===== src/rtl/core/ptt_pkg.sv =====
// shared types, codes and constants of the pdo trigger timer table
`timescale 1ns / 1ps
`default_nettype none
package ptt_pkg;

  localparam int RX_ENTRIES = 8;
  localparam int TX_ENTRIES = 8;
  localparam int ENT_AW     = 3;
  localparam int ADDR_W     = ENT_AW + 1;
  localparam int DEPTH      = 2 ** ADDR_W;
  localparam int NUM_W      = 26;
  localparam int DEN_W      = 16;
  localparam int CNT_W      = 5;

  // function codes
  localparam logic [2:0] FN_TICK    = 3'd0;
  localparam logic [2:0] FN_LOAD    = 3'd1;
  localparam logic [2:0] FN_RESTART = 3'd2;
  localparam logic [2:0] FN_SYNC    = 3'd3;
  localparam logic [2:0] FN_INHIBIT = 3'd4;

  // result kinds
  localparam logic [1:0] KIND_STATUS     = 2'd0;
  localparam logic [1:0] KIND_RX_TIMEOUT = 2'd1;
  localparam logic [1:0] KIND_TX_EVENT   = 2'd2;

  // status codes
  localparam logic [2:0] ST_OK            = 3'd0;
  localparam logic [2:0] ST_NO_OBJECT     = 3'd1;
  localparam logic [2:0] ST_INVALID       = 3'd2;
  localparam logic [2:0] ST_BAD_TYPE      = 3'd3;
  localparam logic [2:0] ST_NOT_TRIGGERED = 3'd4;
  localparam logic [2:0] ST_INHIBITED     = 3'd5;

  localparam logic [7:0]       TT_EVENT_MIN = 8'd254;
  localparam logic [7:0]       TT_SYNC_MAX  = 8'd240;
  localparam logic [NUM_W-1:0] MS_TO_US     = NUM_W'(1000);
  localparam logic [NUM_W-1:0] INH_TO_US    = NUM_W'(100);
  localparam logic [15:0]      TICK_RESET   = 16'd1000;

  typedef struct packed {
    logic        valid;
    logic [7:0]  trans_type;
    logic [15:0] event_ms;
    logic [15:0] inhibit_time;
    logic [7:0]  sync_start;
    logic        resync;
    logic [7:0]  sync_count;
    logic [22:0] inhibit_count;
    logic [27:0] event_count;
  } entry_t;

  localparam int ENTRY_W = $bits(entry_t);

  localparam entry_t ENTRY_RESET = '{
    valid: 1'b0, trans_type: 8'd0, event_ms: 16'd0, inhibit_time: 16'd0,
    sync_start: 8'd0, resync: 1'b1, sync_count: 8'd0, inhibit_count: 23'd0,
    event_count: 28'd0
  };

  typedef enum logic [2:0] {
    S_IDLE, S_READ, S_EVAL, S_MUL, S_DIV, S_WRITE, S_EMIT
  } state_t;

  typedef enum logic [1:0] {
    RL_NONE, RL_RX, RL_TX, RL_INH
  } reload_t;

  typedef struct packed {
    logic             start;
    logic [NUM_W-1:0] num;
  } div_req_t;

  typedef struct packed {
    logic             done;
    logic [NUM_W-1:0] quot;
  } div_rsp_t;

endpackage
`default_nettype wire


===== src/rtl/core/ptt_ram.sv =====
// generic single-port-write, registered-read entry memory
`timescale 1ns / 1ps
`default_nettype none
module ptt_ram #(
  parameter int WIDTH = 8,
  parameter int DEPTH = 16,
  parameter int AW    = 4
) (
  input  logic             clk,
  input  logic             we,
  input  logic [AW-1:0]    waddr,
  input  logic [WIDTH-1:0] wdata,
  input  logic [AW-1:0]    raddr,
  output logic [WIDTH-1:0] rdata
);

  logic [WIDTH-1:0] mem [DEPTH];

  always_ff @(posedge clk) begin
    if (we) begin
      mem[waddr] <= wdata;
    end
    rdata <= mem[raddr];
  end

endmodule
`default_nettype wire


===== src/rtl/core/ptt_div.sv =====
// bit-serial restoring divider for counter reloads
`timescale 1ns / 1ps
`default_nettype none
module ptt_div
  import ptt_pkg::*;
(
  input  logic             clk,
  input  logic             rst,
  input  div_req_t         req,
  input  logic [DEN_W-1:0] den,
  output div_rsp_t         rsp
);

  logic             busy;
  logic [CNT_W-1:0] cnt;
  logic [NUM_W-1:0] quot;
  logic [DEN_W:0]   rem;
  logic [DEN_W:0]   rem_sh;
  logic             fits;
  logic             done;

  assign rem_sh = {rem[DEN_W-1:0], quot[NUM_W-1]};
  assign fits   = rem_sh >= {1'b0, den};

  always_ff @(posedge clk) begin
    if (rst) begin
      busy <= 1'b0;
      done <= 1'b0;
      cnt  <= '0;
    end else begin
      done <= 1'b0;
      if (req.start) begin
        busy <= 1'b1;
        cnt  <= '0;
      end else if (busy) begin
        cnt <= cnt + CNT_W'(1);
        if (cnt == CNT_W'(NUM_W - 1)) begin
          busy <= 1'b0;
          done <= 1'b1;
        end
      end
    end
  end

  always_ff @(posedge clk) begin
    if (req.start) begin
      quot <= req.num;
      rem  <= '0;
    end else if (busy) begin
      quot <= {quot[NUM_W-2:0], fits};
      rem  <= fits ? (rem_sh - {1'b0, den}) : rem_sh;
    end
  end

  assign rsp.done = done;
  assign rsp.quot = quot;

endmodule
`default_nettype wire


===== src/rtl/core/pdo_trigger_timer_table.sv =====
// top level of the pdo trigger timer table: sequencer, entry memory, divider
// usage:
//   input channel (in_valid/in_stall) takes one request with a function code:
//   tick, load entry, restart event timer, sync test or inhibit test
//   output channel (out_valid/out_stall) returns results; each request ends
//   with a result that has last set
//   a command gives one status result; a tick walks all receive then all
//   transmit entries and gives one timeout/transmit event per expired
//   counter, then a done result
//   cfg channel (cfg_valid/cfg_ready/cfg_data) writes the tick period in us;
//   it is ready out of reset and is meant to be written while the block is idle
// sequence:
//   one entry of a tick walk costs a read, an update and a write back,
//   plus an emit step when it reports an event
//   a counter reload adds a multiply and a bit-serial divide
//   a rejected command skips the entry read and goes straight to its result
//   the request is held off (in_stall) until its last result is registered
// reset: tick period 1000 us, entries read as their reset value (no clearing pass),
//   in_stall high and cfg_ready low while rst is high
// a stalled receiver freezes the sequencer at its next result; one finished
// result waits in the output register while the next entry is worked on
`timescale 1ns / 1ps
`default_nettype none
module pdo_trigger_timer_table
  import ptt_pkg::*;
(
  input  logic        clk,
  input  logic        rst,
  // request channel
  input  logic        in_valid,
  output logic        in_stall,
  input  logic [2:0]  func,
  input  logic        is_transmit,
  input  logic [3:0]  entry,
  input  logic [7:0]  sync_counter,
  input  logic        load_valid,
  input  logic [7:0]  load_trans_type,
  input  logic [15:0] load_event_ms,
  input  logic [15:0] load_inhibit_100us,
  input  logic [7:0]  load_sync_start,
  // result channel
  output logic        out_valid,
  input  logic        out_stall,
  output logic [1:0]  kind,
  output logic        is_transmit_res,
  output logic [3:0]  entry_out,
  output logic [2:0]  status,
  output logic        last,
  // configuration
  input  logic        cfg_valid,
  output logic        cfg_ready,
  input  logic [15:0] cfg_data
);

  state_t state, state_next;

  // latched request
  logic        r_tick;
  logic [2:0]  r_func;
  logic        r_tx;
  logic [7:0]  r_sc;
  logic        r_lvalid;
  logic [7:0]  r_ltt;
  logic [15:0] r_lms;
  logic [15:0] r_linh;
  logic [7:0]  r_lss;

  logic [15:0]       tick_period;
  logic [DEN_W-1:0]  den;
  logic [ADDR_W-1:0] idx;
  logic [DEPTH-1:0]  written;
  entry_t            w;
  reload_t           rl;
  logic              emit;
  logic              fin;

  // pending result
  logic [1:0] res_kind;
  logic       res_tx;
  logic [3:0] res_ent;
  logic [2:0] res_st;
  logic       res_last;

  logic [ENTRY_W-1:0] ram_rdata;
  entry_t             cur;
  logic               in_acc;
  logic               bad_cmd;
  logic               out_free;
  logic               tick_end;
  logic [NUM_W-1:0]   prod;
  logic               div_start;
  div_req_t           div_req;
  div_rsp_t           div_rsp;

  // eval results
  entry_t     e;
  reload_t    e_rl;
  logic [2:0] e_st;
  logic       e_emit;
  logic [7:0] sync_cnt;

  assign cfg_ready = !rst;
  assign den       = (tick_period == 16'd0) ? 16'd1 : tick_period;
  assign in_stall  = rst || (state != S_IDLE);
  assign in_acc    = in_valid && !in_stall;
  assign out_free  = !out_valid || !out_stall;
  assign bad_cmd   = (func > FN_INHIBIT)
                     || (is_transmit ? (entry >= 4'(TX_ENTRIES)) : (entry >= 4'(RX_ENTRIES)))
                     || (((func == FN_SYNC) || (func == FN_INHIBIT)) && !is_transmit);

  // last entry of a tick walk
  assign tick_end = idx[ENT_AW] ? (idx[ENT_AW-1:0] == ENT_AW'(TX_ENTRIES - 1))
                                : 1'b0;

  always_ff @(posedge clk) begin
    if (rst) begin
      tick_period <= TICK_RESET;
    end else if (cfg_valid && cfg_ready) begin
      tick_period <= cfg_data;
    end
  end

  ptt_ram #(
    .WIDTH(ENTRY_W),
    .DEPTH(DEPTH),
    .AW   (ADDR_W)
  ) u_ram (
    .clk  (clk),
    .we   (state == S_WRITE),
    .waddr(idx),
    .wdata(w),
    .raddr(idx),
    .rdata(ram_rdata)
  );

  // never-written entries read as their reset value
  assign cur = written[idx] ? entry_t'(ram_rdata) : ENTRY_RESET;

  assign div_req.start = div_start;
  assign div_req.num   = prod;

  ptt_div u_div (
    .clk(clk),
    .rst(rst),
    .req(div_req),
    .den(den),
    .rsp(div_rsp)
  );

  // entry update
  always_comb begin
    e        = cur;
    e_rl     = RL_NONE;
    e_st     = ST_OK;
    e_emit   = 1'b0;
    sync_cnt = 8'd0;
    if (r_tick) begin
      if (!idx[ENT_AW]) begin
        if (e.event_count != 28'd0) begin
          e.event_count = e.event_count - 28'd1;
          if (e.event_count == 28'd0) begin
            e_emit = 1'b1;
            if (e.valid && (e.event_ms != 16'd0)) begin
              e_rl = RL_RX;
            end
          end
        end
      end else begin
        if (e.inhibit_count != 23'd0) begin
          e.inhibit_count = e.inhibit_count - 23'd1;
        end
        if (e.event_count != 28'd0) begin
          e.event_count = e.event_count - 28'd1;
          if (e.event_count == 28'd0) begin
            e_emit = 1'b1;
            if (e.valid && (e.trans_type >= TT_EVENT_MIN) && (e.event_ms != 16'd0)) begin
              e_rl = RL_TX;
            end
          end
        end
      end
    end else begin
      case (r_func)
        FN_LOAD: begin
          e.valid      = r_lvalid;
          e.trans_type = r_ltt;
          e.event_ms   = r_lms;
          e.event_count = 28'd0;
          if (r_tx) begin
            e.inhibit_time = r_linh;
            e.sync_start   = r_lss;
            e.resync       = 1'b1;
            if (r_lvalid && (r_ltt >= TT_EVENT_MIN) && (r_lms != 16'd0)) begin
              e_rl = RL_TX;
            end
          end
        end
        FN_RESTART: begin
          e.event_count = 28'd0;
          if (r_tx) begin
            if (e.valid && (e.trans_type >= TT_EVENT_MIN) && (e.event_ms != 16'd0)) begin
              e_rl = RL_TX;
            end
          end else if (e.valid && (e.event_ms != 16'd0)) begin
            e_rl = RL_RX;
          end
        end
        FN_SYNC: begin
          if (!e.valid) begin
            e_st = ST_INVALID;
          end else if ((e.trans_type == 8'd0) || (e.trans_type > TT_SYNC_MAX)) begin
            e_st = ST_BAD_TYPE;
          end else if (e.resync && (e.sync_start != 8'd0) && (r_sc != 8'd0)
                       && (e.sync_start != r_sc)) begin
            e_st = ST_NOT_TRIGGERED;
          end else begin
            sync_cnt = (e.resync ? e.trans_type : e.sync_count) - 8'd1;
            e.resync = 1'b0;
            if (sync_cnt != 8'd0) begin
              e.sync_count = sync_cnt;
              e_st         = ST_NOT_TRIGGERED;
            end else begin
              e.sync_count = e.trans_type;
            end
          end
        end
        FN_INHIBIT: begin
          if (!e.valid) begin
            e_st = ST_INVALID;
          end else if (e.trans_type >= TT_EVENT_MIN) begin
            if (e.inhibit_count != 23'd0) begin
              e_st = ST_INHIBITED;
            end else begin
              e_rl = RL_INH;
            end
          end
        end
        default: begin
          e_st = ST_NO_OBJECT;
        end
      endcase
    end
  end

  // sequencer
  always_ff @(posedge clk) begin
    if (rst) begin
      state <= S_IDLE;
    end else begin
      state <= state_next;
    end
  end

  always_comb begin
    state_next = state;
    case (state)
      S_IDLE: begin
        if (in_acc) begin
          state_next = (func != FN_TICK && bad_cmd) ? S_EMIT : S_READ;
        end
      end
      S_READ: state_next = S_EVAL;
      S_EVAL: state_next = (e_rl == RL_NONE) ? S_WRITE : S_MUL;
      S_MUL:  state_next = S_DIV;
      S_DIV: begin
        if (div_rsp.done) begin
          state_next = S_WRITE;
        end
      end
      S_WRITE: begin
        if (emit || !r_tick || tick_end) begin
          state_next = S_EMIT;
        end else begin
          state_next = S_READ;
        end
      end
      S_EMIT: begin
        if (out_free) begin
          if (fin) begin
            state_next = S_IDLE;
          end else if (tick_end) begin
            state_next = S_EMIT;
          end else begin
            state_next = S_READ;
          end
        end
      end
      default: state_next = S_IDLE;
    endcase
  end

  // control registers
  always_ff @(posedge clk) begin
    if (rst) begin
      written   <= '0;
      out_valid <= 1'b0;
      div_start <= 1'b0;
    end else begin
      div_start <= (state == S_MUL);
      if (state == S_WRITE) begin
        written[idx] <= 1'b1;
      end
      if (state == S_EMIT && out_free) begin
        out_valid <= 1'b1;
      end else if (out_valid && !out_stall) begin
        out_valid <= 1'b0;
      end
    end
  end

  // datapath registers
  always_ff @(posedge clk) begin
    if (in_acc) begin
      r_tick   <= (func == FN_TICK);
      r_func   <= func;
      r_tx     <= is_transmit;
      r_sc     <= sync_counter;
      r_lvalid <= load_valid;
      r_ltt    <= load_trans_type;
      r_lms    <= load_event_ms;
      r_linh   <= load_inhibit_100us;
      r_lss    <= load_sync_start;
      idx      <= (func == FN_TICK) ? '0 : {is_transmit, entry[ENT_AW-1:0]};
      res_kind <= KIND_STATUS;
      res_tx   <= is_transmit;
      res_ent  <= entry;
      res_st   <= ST_NO_OBJECT;
      res_last <= 1'b1;
      fin      <= 1'b1;
    end
    if (state == S_EVAL) begin
      w    <= e;
      rl   <= e_rl;
      emit <= e_emit;
      if (r_tick) begin
        res_kind <= idx[ENT_AW] ? KIND_TX_EVENT : KIND_RX_TIMEOUT;
        res_tx   <= idx[ENT_AW];
        res_ent  <= {1'b0, idx[ENT_AW-1:0]};
        res_st   <= ST_OK;
        res_last <= 1'b0;
        fin      <= 1'b0;
      end else begin
        res_st <= e_st;
      end
    end
    if (state == S_MUL) begin
      prod <= (rl == RL_INH) ? ({{(NUM_W-16){1'b0}}, w.inhibit_time} * INH_TO_US)
                             : ({{(NUM_W-16){1'b0}}, w.event_ms} * MS_TO_US);
    end
    if (state == S_DIV && div_rsp.done) begin
      case (rl)
        RL_RX:   w.event_count <= {2'b00, div_rsp.quot} + 28'd1;
        RL_TX:   w.event_count <= (div_rsp.quot == '0) ? 28'd1 : {2'b00, div_rsp.quot};
        RL_INH:  w.inhibit_count <= div_rsp.quot[22:0];
        default: w.event_count <= w.event_count;
      endcase
    end
    // tick walk: advance or close with the done result
    if ((state == S_WRITE && r_tick && !emit && tick_end)
        || (state == S_EMIT && out_free && !fin && tick_end)) begin
      res_kind <= KIND_STATUS;
      res_tx   <= 1'b0;
      res_ent  <= 4'd0;
      res_st   <= ST_OK;
      res_last <= 1'b1;
      fin      <= 1'b1;
    end
    if ((state == S_WRITE && r_tick && !emit && !tick_end)
        || (state == S_EMIT && out_free && !fin && !tick_end)) begin
      if (!idx[ENT_AW] && (idx[ENT_AW-1:0] == ENT_AW'(RX_ENTRIES - 1))) begin
        idx <= {1'b1, {ENT_AW{1'b0}}};
      end else begin
        idx <= idx + ADDR_W'(1);
      end
    end
    if (state == S_EMIT && out_free) begin
      kind            <= res_kind;
      is_transmit_res <= res_tx;
      entry_out       <= res_ent;
      status          <= res_st;
      last            <= res_last;
    end
  end

  // divider completes only while the sequencer waits for it
  a_div_done_in_div: assert property (@(posedge clk) disable iff (rst)
    div_rsp.done |-> state == S_DIV)
    else $error("divider done outside wait state");

  // an accepted request always leaves idle
  a_accept_leaves_idle: assert property (@(posedge clk) disable iff (rst)
    in_acc |=> state != S_IDLE)
    else $error("request accepted but sequencer idle");

  // the final result returns the sequencer to idle
  a_fin_to_idle: assert property (@(posedge clk) disable iff (rst)
    (state == S_EMIT && out_free && fin) |=> (state == S_IDLE && out_valid && last))
    else $error("final result did not close the request");

  // written marks only accumulate
  a_written_grows: assert property (@(posedge clk) disable iff (rst)
    $past(!rst) |-> $countones(written) >= $countones($past(written)))
    else $error("written mark lost");

endmodule
`default_nettype wire


===== config.mk =====
export PLATFORM = sky130hd
export DESIGN_NAME = pdo_trigger_timer_table
export DESIGN_NICKNAME = d
export VERILOG_FILES = /design/src/rtl/core/ptt_pkg.sv /design/src/rtl/core/ptt_ram.sv /design/src/rtl/core/ptt_div.sv /design/src/rtl/core/pdo_trigger_timer_table.sv
export SDC_FILE = /design/constraint.sdc
export NUM_CORES = 2
export LEC_CHECK = 0
export BUFFER_PORTS_ARGS = -buffer_cell sky130_fd_sc_hd__buf_2
export CORE_ASPECT_RATIO = 1.75
export CORE_UTILIZATION = 60
export CTS_CLUSTER_DIAMETER = 80
export DETAILED_ROUTE_END_ITERATION = 10
export PLACE_DENSITY_LB_ADDON = 0.05
export RECOVER_POWER = 25
export SLEW_MARGIN = 0
export SYNTH_ARGS = -nofsm -noshare
export SYNTH_HDL_FRONTEND = slang
export SYNTH_HIERARCHICAL = 1
export SYNTH_SLANG_ARGS = --single-unit

===== constraint.sdc =====
create_clock -name clk -period 21 [get_ports clk]
set_clock_uncertainty 0.05 [all_clocks]
set_input_delay 1.05 -clock clk [delete_from_list [all_inputs] [get_ports clk]]
set_output_delay 1.05 -clock clk [all_outputs]
set_load 0.01 [all_outputs]

==> metrics.cfg <==
[yosys]
ys_seq_area_frac=0.707
avgSynthCellArea_um2=17.5
synth_cell_types=97
synth_area_leaders=edfxtp_1 (66%), mux4_2 (11%), dfxtp_1 (4.6%)
synth_flop_cell=edfxtp_1
ys_ff_latch=2164
yosysTopAreaCell=edfxtp_1
synthCells=5076
synthArstFlopShare=0
synth.top_cell.area_share=0.661
netlist_area_um2=89000
ys_warn_count=6
synth_edf_count=1960

[global_route]
track_usage=0.299
grt_max_degree=128
top_usage_layer=met2
grt_first_pass_wirelength_um=324000
use_met1=0.382
antenna_found_initial=12
globalRouteMet2Util=0.522
grt_pass1_vias=49300
gr-usage-met3=0.0359
overflow=0

[route]
wl_per_cell_um=30.2
firstDrtPassIters=5
ant_nets=0
via_per_inst=6.58
drc=0
drt-initial-drc-count=4822
dr_total_vias=48100
routed_wirelength_um=221000

[final_layout]
utilization=0.665
drive_gt1_frac=0.197
nets=5470
n_fill_cell=10100
syn_to_final_growth_pct=9.91

[hold_path]
hold_class=in -> reg
min_path_cells=1

[cts]
post_cts_buffers=0
cts.hold.buffers_added=0
path_clk_slew_ns=0.07
ctsLongestPathBuffers=3
insertion_delay_ns=0.84
cts-root-buf=clkbuf_16
tritoncts=yes
cts_resized=0
cts.htree.levels=4
numCtsBuffers=180
cts_sinks=2164

[critical_path]
start_kind=flop
worstPathRequired_ns=21.49
path_common_cell=fa_1
cp.arrival_ns=6.05
path_cells=fa_1 -> inv_1 -> fa_1 -> fa_1 -> inv_1 -> fa_1 -> ha_1 -> o21a_1 -> a2111oi_0 -> o31ai_1 -> o211ai_1 -> nand2b_1 -> a211oi_1 -> xor2_1 -> o211ai_1
r2r_cells=15
cp_slowest_cell=edfxtp_1
cp-end-kind=flop
crit_fanout=22
path_class=reg -> reg
slowest_delay_ns=0.83

[place]
dp_hpwl_um=131000
port_buffers=99
gp_congestion=0.939

[floorplan]
die_x_um=293
placementRows=186
coreArea_um2=147000
die_y_um=512
initial_core_util=0.605
dieArea_um2=150000
ioPinCount=100

[status]
outcome=finished, final reports clean

[flow_run]
max-cap-violations=0

[power_and_ir_drop]
p_per_area_nw_per_um2=126
leakage_nw=32.2
p_total_mw=12.4
vdd_drop_max_v=0.000133

[sta]
slew_viol_final=0
finalHoldViolCount=0
slew_headroom=0.0278
fmax_ghz=0.180
post-route-period-util=0.265
rsz0062_at_grt=false
setup_tns_ns=0
finalSetupViolations=0
fin_crit_ns=5.56
max_slew.worst_pin.slew_ns=1.45

[cells in the final DEF, fill, tap and decap left out, drive strengths merged, types with 19 or more instances in the layout]
cell / synthesis / routed
a211oi: 26 / 26
a21o: 24 / 24
a21oi: 126 / 126
a22oi: 225 / 225
a311oi: 20 / 20
a31oi: 24 / 24
buf: 117 / 182
bufinv: 0 / 20
clkbuf: 160 / 251
clkinv: 3 / 71
dfxtp: 204 / 204
edfxtp: 1960 / 1960
fa: 66 / 66
ha: 139 / 139
inv: 127 / 136
mux2: 39 / 39
mux2i: 34 / 34
mux4: 439 / 439
nand2: 359 / 359
nand2b: 19 / 19
nand3: 62 / 62
nand4: 27 / 27
nor2: 211 / 211
nor3: 63 / 63
nor4: 43 / 43
o211ai: 23 / 23
o21ai: 179 / 179
xnor2: 41 / 41
xor2: 24 / 24
[layout make-up]
cell class | instances | area (µm²) | area share
diodes | 4 | 10.0 | 0.000102
inverters | 130 | 492 | 0.00503
multi-input cells | 2506 | 24500 | 0.250
clock buffers | 236 | 4960 | 0.0507
well taps | 1974 | 2470 | 0.0252
flip-flops and latches | 2164 | 62900 | 0.643
clock inverters | 102 | 1210 | 0.0123
repair buffers | 197 | 1270 | 0.0130
[kinds of logic after synthesis]
logic type	share of synthesized area
DFF	0.707
and+or+nand+nor	0.0481
AOI/OAI and AO/OA	0.0644
muxes	0.120
buffers and inverters	0.0198
adders and majority gates	0.0344
xor gates and xnor gates	0.00640
other	0.0000421
[metal layers]
metal  routed length (µm)  part of all wire  vias to the layer above
li1                     -                 -                    20500
met1                83000              0.38                    25300
met2               116000              0.53                     1815
met3                12800             0.058                      443
met4                 8570             0.039                       12
met5                   65           0.00029                        -
[through the flow]
| step | setup WS (ns) | std cells | hold WS, ns | instance area (µm²) |
|---|---|---|---|---|
| floorplan | 11.17 | 5077 | 0.353 | 89000 |
| detailed placement | 15.47 | 6971 | 0.373 | 91700 |
| global placement | 15.44 | 6971 | 0.369 | 91700 |
| CTS | 15.44 | 7309 | 0.285 | 97800 |
| global route | 15.06 | 7312 | 0.307 | 97800 |
| finish | 15.44 | 7313 | 0.339 | 97800 |
[synth_stat cells (12+ instances only)]
master,number
inv_1,127
mux2i_1,34
o22ai_1,16
and3_1,16
or2_2,15
a22oi_1,185
dfxtp_1,204
o31ai_1,18
o21a_1,17
nor3_1,61
a32oi_1,12
edfxtp_1,1960
o211ai_1,22
ha_1,139
nor4_1,41
nor2b_1,16
xnor2_1,41
nor2_1,211
a221oi_1,15
and2_1,12
xor2_1,24
a311oi_1,18
a22oi_2,40
buf_6,14
nand2_1,357
o21ai_0,178
buf_2,56
buf_1,36
mux4_2,439
nand3_1,62
a31oi_1,24
a21oi_1,126
a21o_1,24
nand2b_1,19
fa_1,66
a211oi_1,25
clkbuf_1,159
or3_1,16
or4_1,12
nand4_1,26
mux2_2,39
[worst max-delay path: cells and delay by family, from the launching register on]
kind                     cells  cell delay [ns]
adder cells (fa/ha/maj)      5             2.34
AO/OA/AOI/OAI                6             1.63
flip-flops                   1             0.83
XOR/XNOR                     1             0.18
buffers and inverters        2             0.15
AND/OR/NAND/NOR              1             0.11
[state kept, by name, summed over array words and instances, names as in the netlist, 3 cells and up]
register     cells
tick_period     16
r_func           3
r_lss            8
u_ram/mem     1744
u_div/quot      26
r_sc             8
prod            24
u_div/cnt        5
res_ent          4
r_lms           16
r_ltt            8
entry_out        4
r_linh          16
u_ram/rdata    109
u_div/rem       16
idx              4
written         16
status           3
res_st           3
w              109
state            3
[power by group]
group	internal [mW]	total, mW	switching [mW]
Combinational	1.29	3.05	1.76
Sequential	5.30	5.82	0.526
Clock	1.93	3.48	1.55
Total	8.52	12.4	3.83
[path summary, 6_finish.rpt]
| check | startpoint | endpoint | slack, ns |
|---|---|---|---|
| setup / recovery | w[86]$_DFFE_PN_ | prod[22]$_DFFE_PP_ | 15.44 |
| setup reg to reg | w[86]$_DFFE_PN_ | prod[22]$_DFFE_PP_ | 15.44 |
| hold reg to reg | res_st[2]$_SDFFE_PP0P_ | status[2]$_DFFE_PP_ | 0.39 |
| hold / removal | load_inhibit_100us[7] | r_linh[7]$_DFFE_PP_ | 0.34 |
(Power assumes the default switching activity.)
